### src/rtl/sgr_pkg.sv
// Shared types, byte and rendition codes for the SGR attribute parser.
package sgr_pkg;

	localparam int PARAM_BITS_DEF = 10;
	localparam int SGR_NUM_W      = 16;   // widest parameter accumulator
	localparam int BAD_CODE_W     = 10;
	localparam int COL_W          = 5;

	localparam logic [BAD_CODE_W-1:0] BAD_CODE_MAX = '1;

	// Bytes of interest
	localparam logic [7:0] BYTE_NUL   = 8'h00;
	localparam logic [7:0] BYTE_CR    = 8'h0D;
	localparam logic [7:0] BYTE_ESC   = 8'h1B;
	localparam logic [7:0] BYTE_LBRK  = 8'h5B;
	localparam logic [7:0] BYTE_SEMI  = 8'h3B;
	localparam logic [7:0] BYTE_M     = 8'h6D;
	localparam logic [7:0] BYTE_ZERO  = 8'h30;
	localparam logic [7:0] BYTE_ONE   = 8'h31;
	localparam logic [7:0] BYTE_NINE  = 8'h39;

	// Result kinds
	localparam logic KIND_CHAR = 1'b0;
	localparam logic KIND_BAD  = 1'b1;

	// Weights
	localparam logic [1:0] WEIGHT_NORMAL = 2'd0;
	localparam logic [1:0] WEIGHT_BOLD   = 2'd1;
	localparam logic [1:0] WEIGHT_LIGHT  = 2'd2;

	// Colour indices
	localparam logic [COL_W-1:0] COL_BRIGHT_BASE = 5'd8;
	localparam logic [COL_W-1:0] COL_UNSET       = 5'd16;
	localparam logic [COL_W-1:0] COL_SYSFG       = 5'd17;
	localparam logic [COL_W-1:0] COL_SYSBG       = 5'd18;

	// Rendition codes
	localparam logic [SGR_NUM_W-1:0] SGR_BOLD       = 16'd1;
	localparam logic [SGR_NUM_W-1:0] SGR_LIGHT      = 16'd2;
	localparam logic [SGR_NUM_W-1:0] SGR_ITALIC     = 16'd3;
	localparam logic [SGR_NUM_W-1:0] SGR_ULINE      = 16'd4;
	localparam logic [SGR_NUM_W-1:0] SGR_SWAP       = 16'd7;
	localparam logic [SGR_NUM_W-1:0] SGR_ULINE_ALT  = 16'd21;
	localparam logic [SGR_NUM_W-1:0] SGR_NORMAL     = 16'd22;
	localparam logic [SGR_NUM_W-1:0] SGR_ULINE_OFF  = 16'd24;
	localparam logic [SGR_NUM_W-1:0] SGR_SWAP_ALT   = 16'd27;
	localparam logic [SGR_NUM_W-1:0] SGR_FG_DARK    = 16'd30;
	localparam logic [SGR_NUM_W-1:0] SGR_FG_SYS     = 16'd39;
	localparam logic [SGR_NUM_W-1:0] SGR_BG_DARK    = 16'd40;
	localparam logic [SGR_NUM_W-1:0] SGR_BG_SYS     = 16'd49;
	localparam logic [SGR_NUM_W-1:0] SGR_FG_BRIGHT  = 16'd90;
	localparam logic [SGR_NUM_W-1:0] SGR_FG_SYS_ALT = 16'd99;
	localparam logic [SGR_NUM_W-1:0] SGR_BG_BRIGHT  = 16'd100;
	localparam logic [SGR_NUM_W-1:0] SGR_BG_SYS_ALT = 16'd109;
	localparam logic [SGR_NUM_W-1:0] SGR_COL_SPAN   = 16'd7;   // last offset of a colour run

	typedef struct packed {
		logic [1:0]       weight;
		logic             italic;
		logic             underline;
		logic [COL_W-1:0] fg;
		logic [COL_W-1:0] bg;
	} attr_t;

	localparam attr_t ATTR_RESET = '{
		weight:    WEIGHT_NORMAL,
		italic:    1'b0,
		underline: 1'b0,
		fg:        COL_UNSET,
		bg:        COL_UNSET
	};

	typedef struct packed {
		logic                  kind;
		logic [7:0]            char_code;
		attr_t                 attr;
		logic [BAD_CODE_W-1:0] bad_code;
	} result_t;

endpackage

### src/rtl/ansi_sgr_attribute_parser.sv
// Top level of the SGR attribute parser: input register, engine, result register.
//
// Takes one byte per item and turns a text stream with embedded ESC [ ... m
// rendition sequences into printable characters tagged with the current
// weight, italic, underline and colour attributes, plus error items for
// unknown rendition codes. The block takes one item every cycle unless a
// result waits on a full output register: a byte sits in the input register,
// the engine decides its effect in shallow logic (a compare chain on the
// finished parameter and a multiply-by-ten add for the accumulator) and any
// result lands in the output register, from which it can then be taken.
// Bytes that produce nothing (escape bytes, digits, CR, NUL, separators that
// close a known code) never wait on the output side; a byte that produces a
// result waits only while the output register is full and not being taken,
// and in_ready follows out_ready combinationally in that case. Internal
// states: scanning text, waiting for '[', waiting for the first digit and
// accumulating parameters; the accumulator is PARAM_BITS wide and saturates,
// and bad_code reports the value clamped to 1023.
module ansi_sgr_attribute_parser #(
	parameter int PARAM_BITS = sgr_pkg::PARAM_BITS_DEF
) (
	input  logic       clk,
	input  logic       arst_n,
	// byte input
	input  logic       in_valid,
	output logic       in_ready,
	input  logic [7:0] in_byte,
	// result output
	output logic       out_valid,
	input  logic       out_ready,
	output logic       kind,
	output logic [7:0] char_code,
	output logic [1:0] weight,
	output logic       italic,
	output logic       underline,
	output logic [4:0] fg_color,
	output logic [4:0] bg_color,
	output logic [9:0] bad_code
);

	logic             valid_s1;
	logic [7:0]       byte_s1;
	logic             step;
	logic             emit;
	sgr_pkg::result_t eng_result;
	sgr_pkg::result_t res_q;
	logic             out_valid_q;

	sgr_engine #(.PARAM_BITS(PARAM_BITS)) u_engine (
		.clk     (clk),
		.arst_n  (arst_n),
		.step    (step),
		.byte_in (byte_s1),
		.emit    (emit),
		.result  (eng_result)
	);

	// The byte in front moves on when it yields nothing or the result slot frees up.
	assign step     = valid_s1 && (!emit || !out_valid_q || out_ready);
	assign in_ready = !valid_s1 || step;

	always_ff @(posedge clk or negedge arst_n) begin
		if (!arst_n) begin
			valid_s1 <= 1'b0;
		end else if (in_ready) begin
			valid_s1 <= in_valid;
		end
	end

	always_ff @(posedge clk) begin
		if (in_valid && in_ready)
			byte_s1 <= in_byte;
	end

	// Result register
	always_ff @(posedge clk or negedge arst_n) begin
		if (!arst_n) begin
			out_valid_q <= 1'b0;
		end else if (step && emit) begin
			out_valid_q <= 1'b1;
		end else if (out_ready) begin
			out_valid_q <= 1'b0;
		end
	end

	always_ff @(posedge clk) begin
		if (step && emit)
			res_q <= eng_result;
	end

	assign out_valid = out_valid_q;
	assign kind      = res_q.kind;
	assign char_code = res_q.char_code;
	assign weight    = res_q.attr.weight;
	assign italic    = res_q.attr.italic;
	assign underline = res_q.attr.underline;
	assign fg_color  = res_q.attr.fg;
	assign bg_color  = res_q.attr.bg;
	assign bad_code  = res_q.bad_code;

	// A character item never carries a dropped byte or an error code.
	a_char_clean: assert property (@(posedge clk) disable iff (!arst_n)
		out_valid && kind == sgr_pkg::KIND_CHAR |->
			bad_code == '0 && char_code != sgr_pkg::BYTE_NUL && char_code != sgr_pkg::BYTE_CR)
		else $error("character item carries dropped byte or error code");

	// An error item always names a nonzero code and no character.
	a_bad_code: assert property (@(posedge clk) disable iff (!arst_n)
		out_valid && kind == sgr_pkg::KIND_BAD |-> bad_code != '0 && char_code == '0)
		else $error("error item without code");

	// Colour indices and the weight stay within the defined encoding.
	a_colour_range: assert property (@(posedge clk) disable iff (!arst_n)
		out_valid |-> fg_color <= sgr_pkg::COL_SYSBG && bg_color <= sgr_pkg::COL_SYSBG
			&& weight <= sgr_pkg::WEIGHT_LIGHT)
		else $error("attribute out of range");

	// A new result is only loaded once the previous one has gone.
	a_no_overwrite: assert property (@(posedge clk) disable iff (!arst_n)
		out_valid && !out_ready |=> $stable(res_q))
		else $error("result register overwritten while held");

endmodule

### src/rtl/sgr_code_decode.sv
// Applies one finished rendition parameter to the attribute set.
module sgr_code_decode #(
	parameter int PARAM_BITS = sgr_pkg::PARAM_BITS_DEF
) (
	input  logic [PARAM_BITS-1:0] num,
	input  logic                  num_bad,
	input  sgr_pkg::attr_t        attr_in,
	output sgr_pkg::attr_t        attr_out,
	output logic                  unknown
);

	logic [sgr_pkg::SGR_NUM_W-1:0] n;
	logic [sgr_pkg::SGR_NUM_W-1:0] off_fg_d, off_fg_b, off_bg_d, off_bg_b;

	assign n        = sgr_pkg::SGR_NUM_W'(num);
	assign off_fg_d = n - sgr_pkg::SGR_FG_DARK;
	assign off_fg_b = n - sgr_pkg::SGR_FG_BRIGHT;
	assign off_bg_d = n - sgr_pkg::SGR_BG_DARK;
	assign off_bg_b = n - sgr_pkg::SGR_BG_BRIGHT;

	always_comb begin
		attr_out = attr_in;
		unknown  = 1'b0;
		if (num_bad || n == '0) begin
			// non-numeric or empty: ignored
		end else if (n >= sgr_pkg::SGR_FG_DARK && off_fg_d <= sgr_pkg::SGR_COL_SPAN) begin
			attr_out.fg = sgr_pkg::COL_W'(off_fg_d);
		end else if (n >= sgr_pkg::SGR_FG_BRIGHT && off_fg_b <= sgr_pkg::SGR_COL_SPAN) begin
			attr_out.fg = sgr_pkg::COL_W'(off_fg_b) + sgr_pkg::COL_BRIGHT_BASE;
		end else if (n >= sgr_pkg::SGR_BG_DARK && off_bg_d <= sgr_pkg::SGR_COL_SPAN) begin
			attr_out.bg = sgr_pkg::COL_W'(off_bg_d);
		end else if (n >= sgr_pkg::SGR_BG_BRIGHT && off_bg_b <= sgr_pkg::SGR_COL_SPAN) begin
			attr_out.bg = sgr_pkg::COL_W'(off_bg_b) + sgr_pkg::COL_BRIGHT_BASE;
		end else begin
			case (n)
				sgr_pkg::SGR_BOLD:      attr_out.weight = sgr_pkg::WEIGHT_BOLD;
				sgr_pkg::SGR_LIGHT:     attr_out.weight = sgr_pkg::WEIGHT_LIGHT;
				sgr_pkg::SGR_NORMAL:    attr_out.weight = sgr_pkg::WEIGHT_NORMAL;
				sgr_pkg::SGR_ITALIC:    attr_out.italic = 1'b1;
				sgr_pkg::SGR_ULINE,
				sgr_pkg::SGR_ULINE_ALT: attr_out.underline = 1'b1;
				sgr_pkg::SGR_ULINE_OFF: attr_out.underline = 1'b0;
				sgr_pkg::SGR_SWAP,
				sgr_pkg::SGR_SWAP_ALT: begin
					attr_out.fg = attr_in.bg;
					attr_out.bg = attr_in.fg;
				end
				sgr_pkg::SGR_FG_SYS,
				sgr_pkg::SGR_FG_SYS_ALT: attr_out.fg = sgr_pkg::COL_SYSFG;
				sgr_pkg::SGR_BG_SYS,
				sgr_pkg::SGR_BG_SYS_ALT: attr_out.bg = sgr_pkg::COL_SYSBG;
				default:                 unknown = 1'b1;
			endcase
		end
	end

endmodule

### src/rtl/sgr_engine.sv
// Sequence state machine, parameter accumulator and attribute registers.
module sgr_engine #(
	parameter int PARAM_BITS = sgr_pkg::PARAM_BITS_DEF
) (
	input  logic              clk,
	input  logic              arst_n,
	input  logic              step,      // consume the byte in front
	input  logic [7:0]        byte_in,
	output logic              emit,      // this byte yields a result
	output sgr_pkg::result_t  result
);

	typedef enum logic [3:0] {
		PH_SCAN    = 4'b0001,
		PH_BRACKET = 4'b0010,
		PH_FIRST   = 4'b0100,
		PH_ACCUM   = 4'b1000
	} phase_t;

	localparam int ACC_W = PARAM_BITS + 4;
	localparam logic [ACC_W-1:0] MAXV = {4'b0000, {PARAM_BITS{1'b1}}};

	phase_t                phase_q, phase_d;
	logic [PARAM_BITS-1:0] pval_q, pval_d;
	logic                  pbad_q, pbad_d;
	sgr_pkg::attr_t        attr_q, attr_d;

	sgr_pkg::attr_t        dec_attr;
	logic                  dec_unknown;
	logic                  is_digit;
	logic [3:0]            digit;
	logic [ACC_W-1:0]      acc;
	logic [PARAM_BITS-1:0] acc_sat;
	logic [sgr_pkg::SGR_NUM_W-1:0] pv_wide;
	logic [sgr_pkg::BAD_CODE_W-1:0] bad_sat;

	sgr_code_decode #(.PARAM_BITS(PARAM_BITS)) u_decode (
		.num      (pval_q),
		.num_bad  (pbad_q),
		.attr_in  (attr_q),
		.attr_out (dec_attr),
		.unknown  (dec_unknown)
	);

	assign is_digit = byte_in >= sgr_pkg::BYTE_ZERO && byte_in <= sgr_pkg::BYTE_NINE;
	assign digit    = 4'(byte_in - sgr_pkg::BYTE_ZERO);

	// value * 10 + digit, saturating
	assign acc     = ACC_W'({pval_q, 3'b000}) + ACC_W'({pval_q, 1'b0}) + ACC_W'(digit);
	assign acc_sat = (acc > MAXV) ? '1 : PARAM_BITS'(acc);

	assign pv_wide = sgr_pkg::SGR_NUM_W'(pval_q);
	assign bad_sat = (pv_wide > sgr_pkg::SGR_NUM_W'(sgr_pkg::BAD_CODE_MAX))
		? sgr_pkg::BAD_CODE_MAX : sgr_pkg::BAD_CODE_W'(pv_wide);

	always_comb begin
		phase_d          = phase_q;
		pval_d           = pval_q;
		pbad_d           = pbad_q;
		attr_d           = attr_q;
		emit             = 1'b0;
		result.kind      = sgr_pkg::KIND_CHAR;
		result.char_code = byte_in;
		result.attr      = attr_q;
		result.bad_code  = '0;
		case (phase_q)
			PH_SCAN: begin
				if (byte_in == sgr_pkg::BYTE_ESC) begin
					phase_d = PH_BRACKET;
				end else if (byte_in != sgr_pkg::BYTE_CR && byte_in != sgr_pkg::BYTE_NUL) begin
					emit = 1'b1;
				end
			end
			PH_BRACKET: begin
				phase_d = (byte_in == sgr_pkg::BYTE_LBRK) ? PH_FIRST : PH_SCAN;
				pval_d  = '0;
				pbad_d  = 1'b0;
			end
			PH_FIRST: begin
				if (byte_in >= sgr_pkg::BYTE_ONE && byte_in <= sgr_pkg::BYTE_NINE) begin
					pval_d  = PARAM_BITS'(digit);
					pbad_d  = 1'b0;
					phase_d = PH_ACCUM;
				end else if (byte_in == sgr_pkg::BYTE_M) begin
					attr_d  = sgr_pkg::ATTR_RESET;
					phase_d = PH_SCAN;
				end
			end
			PH_ACCUM: begin
				if (byte_in == sgr_pkg::BYTE_SEMI || byte_in == sgr_pkg::BYTE_M) begin
					attr_d           = dec_attr;
					pval_d           = '0;
					pbad_d           = 1'b0;
					emit             = dec_unknown;
					result.kind      = sgr_pkg::KIND_BAD;
					result.char_code = '0;
					result.bad_code  = bad_sat;
					if (byte_in == sgr_pkg::BYTE_M)
						phase_d = PH_SCAN;
				end else if (is_digit) begin
					pval_d = acc_sat;
				end else begin
					pbad_d = 1'b1;
				end
			end
			default: phase_d = PH_SCAN;
		endcase
	end

	always_ff @(posedge clk or negedge arst_n) begin
		if (!arst_n) begin
			phase_q <= PH_SCAN;
			pval_q  <= '0;
			pbad_q  <= 1'b0;
			attr_q  <= sgr_pkg::ATTR_RESET;
		end else if (step) begin
			phase_q <= phase_d;
			pval_q  <= pval_d;
			pbad_q  <= pbad_d;
			attr_q  <= attr_d;
		end
	end

endmodule

### config.mk
export PLATFORM = sky130hd
export DESIGN_NAME = ansi_sgr_attribute_parser
export DESIGN_NICKNAME = d
export VERILOG_FILES = /design/src/rtl/sgr_pkg.sv /design/src/rtl/ansi_sgr_attribute_parser.sv /design/src/rtl/sgr_code_decode.sv /design/src/rtl/sgr_engine.sv
export SDC_FILE = /design/constraint.sdc
export NUM_CORES = 1
export LEC_CHECK = 0
export ABC_AREA = 1
export ABC_CLOCK_PERIOD_IN_PS = 3340
export BUFFER_PORTS_ARGS = -buffer_cell sky130_fd_sc_hd__clkbuf_2
export CORE_MARGIN = 3
export CORE_UTILIZATION = 30
export DETAILED_ROUTE_END_ITERATION = 8
export GPL_ROUTABILITY_DRIVEN = 0
export SLEW_MARGIN = 20
export SYNTH_ARGS = -nofsm -noshare
export SYNTH_HDL_FRONTEND = slang
export SYNTH_SLANG_ARGS = --single-unit
### constraint.sdc
create_clock -name clk -period 3.34 [get_ports clk]
set_input_delay 0 -clock clk [delete_from_list [all_inputs] [get_ports clk]]
set_output_delay 0 -clock clk [all_outputs]
set_load 0.05 [all_outputs]
==> flow_summary_export.csv <==
group,metric,value,unit
critical_path,rr_endpoint,"u_engine.pval_q[3]",
critical_path,path_max_fanout,7,
synth,ys_seq_area_share,40.96,%
critical_path,r2r_cells,15,
cells_and_area,final_common_cell,"nand2_1",
sta,period_needed,3002,ps
sta,hold_viol_final,0,
cells_and_area,final_util,36.61,%
sta,fmax,0.3331,GHz
floorplan,die_w,133.9,µm
routing,drt_wl_total,12270,µm
critical_path,crit_arrival,3230,ps
routing,wire_per_inst,12.93,µm
synth,async_flop_share,43.06,%
sta,worst_pin_slew,833.0,ps
critical_path,critPathRequiredTime,3570,ps
synth,synth.distinct_cells,37,
power,p_leak,2.844,nW
sta,slew-limit-headroom,44.47,%
placement,numPortBuffers,46,
cells_and_area,layout_common_cells,"189 x nand2_1, 92 x nor2_1, 74 x inv_1, 60 x nand3_1, 46 x clkbuf_2",
routing,drtIter0Drc,313,
grt,grt-ovfl-total,0,
synth,syn_nets,703,
floorplan,num_io_pins,47,
synth,yosys_warnings,0,
floorplan,die_h,133.9,µm
cells_and_area,final_area,5837,µm²
placement,placed_area,5453,µm²
sta,finClkSkew,10.43,ps
cells_and_area,num_antenna_cells,0,
routing,vias,4452,
job,drv_cap,0,
cts,clk_latency,350,ps
power,powerDensity,521.2,nW/µm²
synth,syn_inst,660,
sta,min_period_over_period,89.89,%
cts,cts_sinks,72,
cells_and_area,drive_gt1_share,12.69,%
routing,antenna_left,0,
cts,cts_root_buf,"clkbuf_16",
routing,remaining_drc_errors,0,
critical_path,reg2reg_from,"byte_s1[3]",
sta,final-setup-viol-count,0,
floorplan,design.core.area,15940,µm²
synth,synth.avg_cell_area,7.437,µm²
cts,cts_buffer_depth,2,
power,peakVddDrop,246.1,µV
placement,dp_cells,922,
critical_path,path_cells,"fa_1, inv_1, fa_1, inv_1, nand3_1, nand3_1, nand2_1, nand2_1, xor2_1, nor2_1, nand2_1, nand2_1, nand2_1, nand4_1, nand2_1",
synth,ys.flop_type,"edfxtp_1",
grt,grt_pass1_wl,20790,µm
cts,path_clk_slew,60,ps
cells_and_area,fillers,1704,
synth,synth_edf_count,41,
critical_path,r2r_slack,340,ps
cells_and_area,area_growth,18.91,%
sta,grt_setup_unrepaired,"false",
cts,cts_htree_levels,3,
grt,first_global_vias,4257,
floorplan,start_util,30.79,%
grt,gr-usage-all-layers,14.35,%
critical_path,max_stage_delay,600,ps
min_path,hold_path_class,"input port to asynchronous set/reset pin",
cells_and_area,final_net_count,771,
run_status,status,"finished clean",
critical_path,crit_top_cell,"nand2_1",
sta,tns,0,ps
critical_path,crit_slowest_cell,"fa_1",
cts,postCtsSetupRepairBufs,0,
cells_and_area,stdcell_count,949,
synth,ys_ff_latch,72,
synth,synthesis.area,4908,µm²
placement,post-dp-hpwl,9327,µm
routing,drtPass1Iterations,5,
cts,cts_made_buffers,9,
critical_path,end_kind,"register",
grt,grt_max_degree,32,
sta,slew_viol_final,0,
floorplan,rows,46,
grt,antenna_found_initial,0,
cts,cts_tree,"yes",
critical_path,crit_path_start_kind,"register",
routing,via_per_inst,4.691,
critical_path,critPathKind,"register to register",
floorplan,dieArea,17930,µm²
-- how the worst max path moves through the flow --
stage               slack, ps                 end  cells after the start               start
floorplan                 280         bad_code[0]                     14  u_engine.pval_q[3]
global placement          460  u_engine.pval_q[6]                     15          byte_s1[3]
detailed placement        350  u_engine.pval_q[3]                     15          byte_s1[3]
CTS                       340  u_engine.pval_q[3]                     15          byte_s1[3]
global route              130            in_ready                     12  u_engine.pval_q[4]
finish                    340  u_engine.pval_q[3]                     15          byte_s1[3]
-- cell families (layout without fill, tap and decap cells) --
logic type               count (synthesis)  after routing  share of synthesized area (%)
AND/OR/NAND/NOR                        389            389                          33.80
buffers and inverters                   94            167                          7.698
flip-flops                              72             72                          40.96
AO/OA/AOI/OAI                           67             67                          8.081
adder cells (fa/ha/maj)                 31             31                          8.208
XOR/XNOR                                 7              7                          1.249
-- per-layer routing --
metal  GRT usage (%)  wire (µm)  up-vias
li1                -          -     2329
met4           5.543        222        0
met3           2.888        517       14
met2           22.94       5682       94
met5               0          0        -
met1           19.22       5845     2015
-- stage by stage --
step,hold WS (ps),setup slack [ps],total power [mW]
2_1_floorplan,-295.6,284.3,1.931
3_3_place_gp,151.7,459.4,2.181
3_5_place_dp,157.4,354.6,2.182
4_1_cts,340.3,337.2,3.088
5_1_grt,370.3,134.5,3.230
6_report,297.0,337.6,3.042
-- state kept, by name (all words and copies together) (netlist names), 2 cells and up --
register / count
bg_color: 5
byte_s1: 8
weight: 2
bad_code: 10
u_engine.pval_q: 10
u_engine.phase_q: 4
fg_color: 5
u_engine.result: 14
char_code: 8
-- Yosys cell counts (3+ instances only) --
cell | instances | area (µm²)
dfstp_2 | 3 | 78.83
nand3_1 | 60 | 300.3
buf_2 | 5 | 25.02
a21oi_1 | 15 | 75.07
nand4_1 | 30 | 187.7
nor2_1 | 92 | 345.3
dfrtp_1 | 28 | 700.7
nor2_2 | 7 | 43.79
o21bai_1 | 3 | 22.52
nand2_1 | 189 | 709.4
ha_1 | 29 | 362.9
edfxtp_1 | 41 | 1231
o21ai_0 | 28 | 140.1
nor3_1 | 7 | 35.03
xor2_1 | 5 | 43.79
o22ai_1 | 3 | 18.77
clkbuf_1 | 7 | 26.28
inv_1 | 74 | 277.8
clkinv_1 | 3 | 11.26
o211ai_1 | 4 | 30.03
a31oi_1 | 6 | 37.54
-- where the power goes --
| group | switching (mW) | leakage (nW) | internal [mW] |
|---|---|---|---|
| clock | 0.376 | 0.125 | 0.500 |
| combinational | 0.724 | 1.91 | 0.245 |
| sequential | 0.0702 | 0.807 | 1.13 |
-- critical path: cells and delay by family, from the launching register on --
kind	cells	cell delay (ps)
buffers and inverters	2	170
and+or+nand+nor	10	1110
xor gates and xnor gates	1	60
DFF	1	480
adders and majority gates	2	1050
-- layout make-up --
class                      instances  area, µm²  area share (%)
timing repair buffer              72      465.4           7.974
clock buffer                       9      225.2           3.859
multi-input combinational        494       2520           43.17
inverter                          79      296.5           5.080
clock inverter                     7      48.80          0.8360
tap                              216      270.3           4.630
sequential                        72       2011           34.45
-- timing repair --
| item | 4_1_cts | 5_1_grt |
|---|---|---|
| hold endpoints to repair | 38 | 0 |
| resized for setup | 0 | 0 |
| hold buffers | 11 | 0 |
| endpoints found under the setup margin | 0 | 0 |
Power figures use the tool's default switching activity.
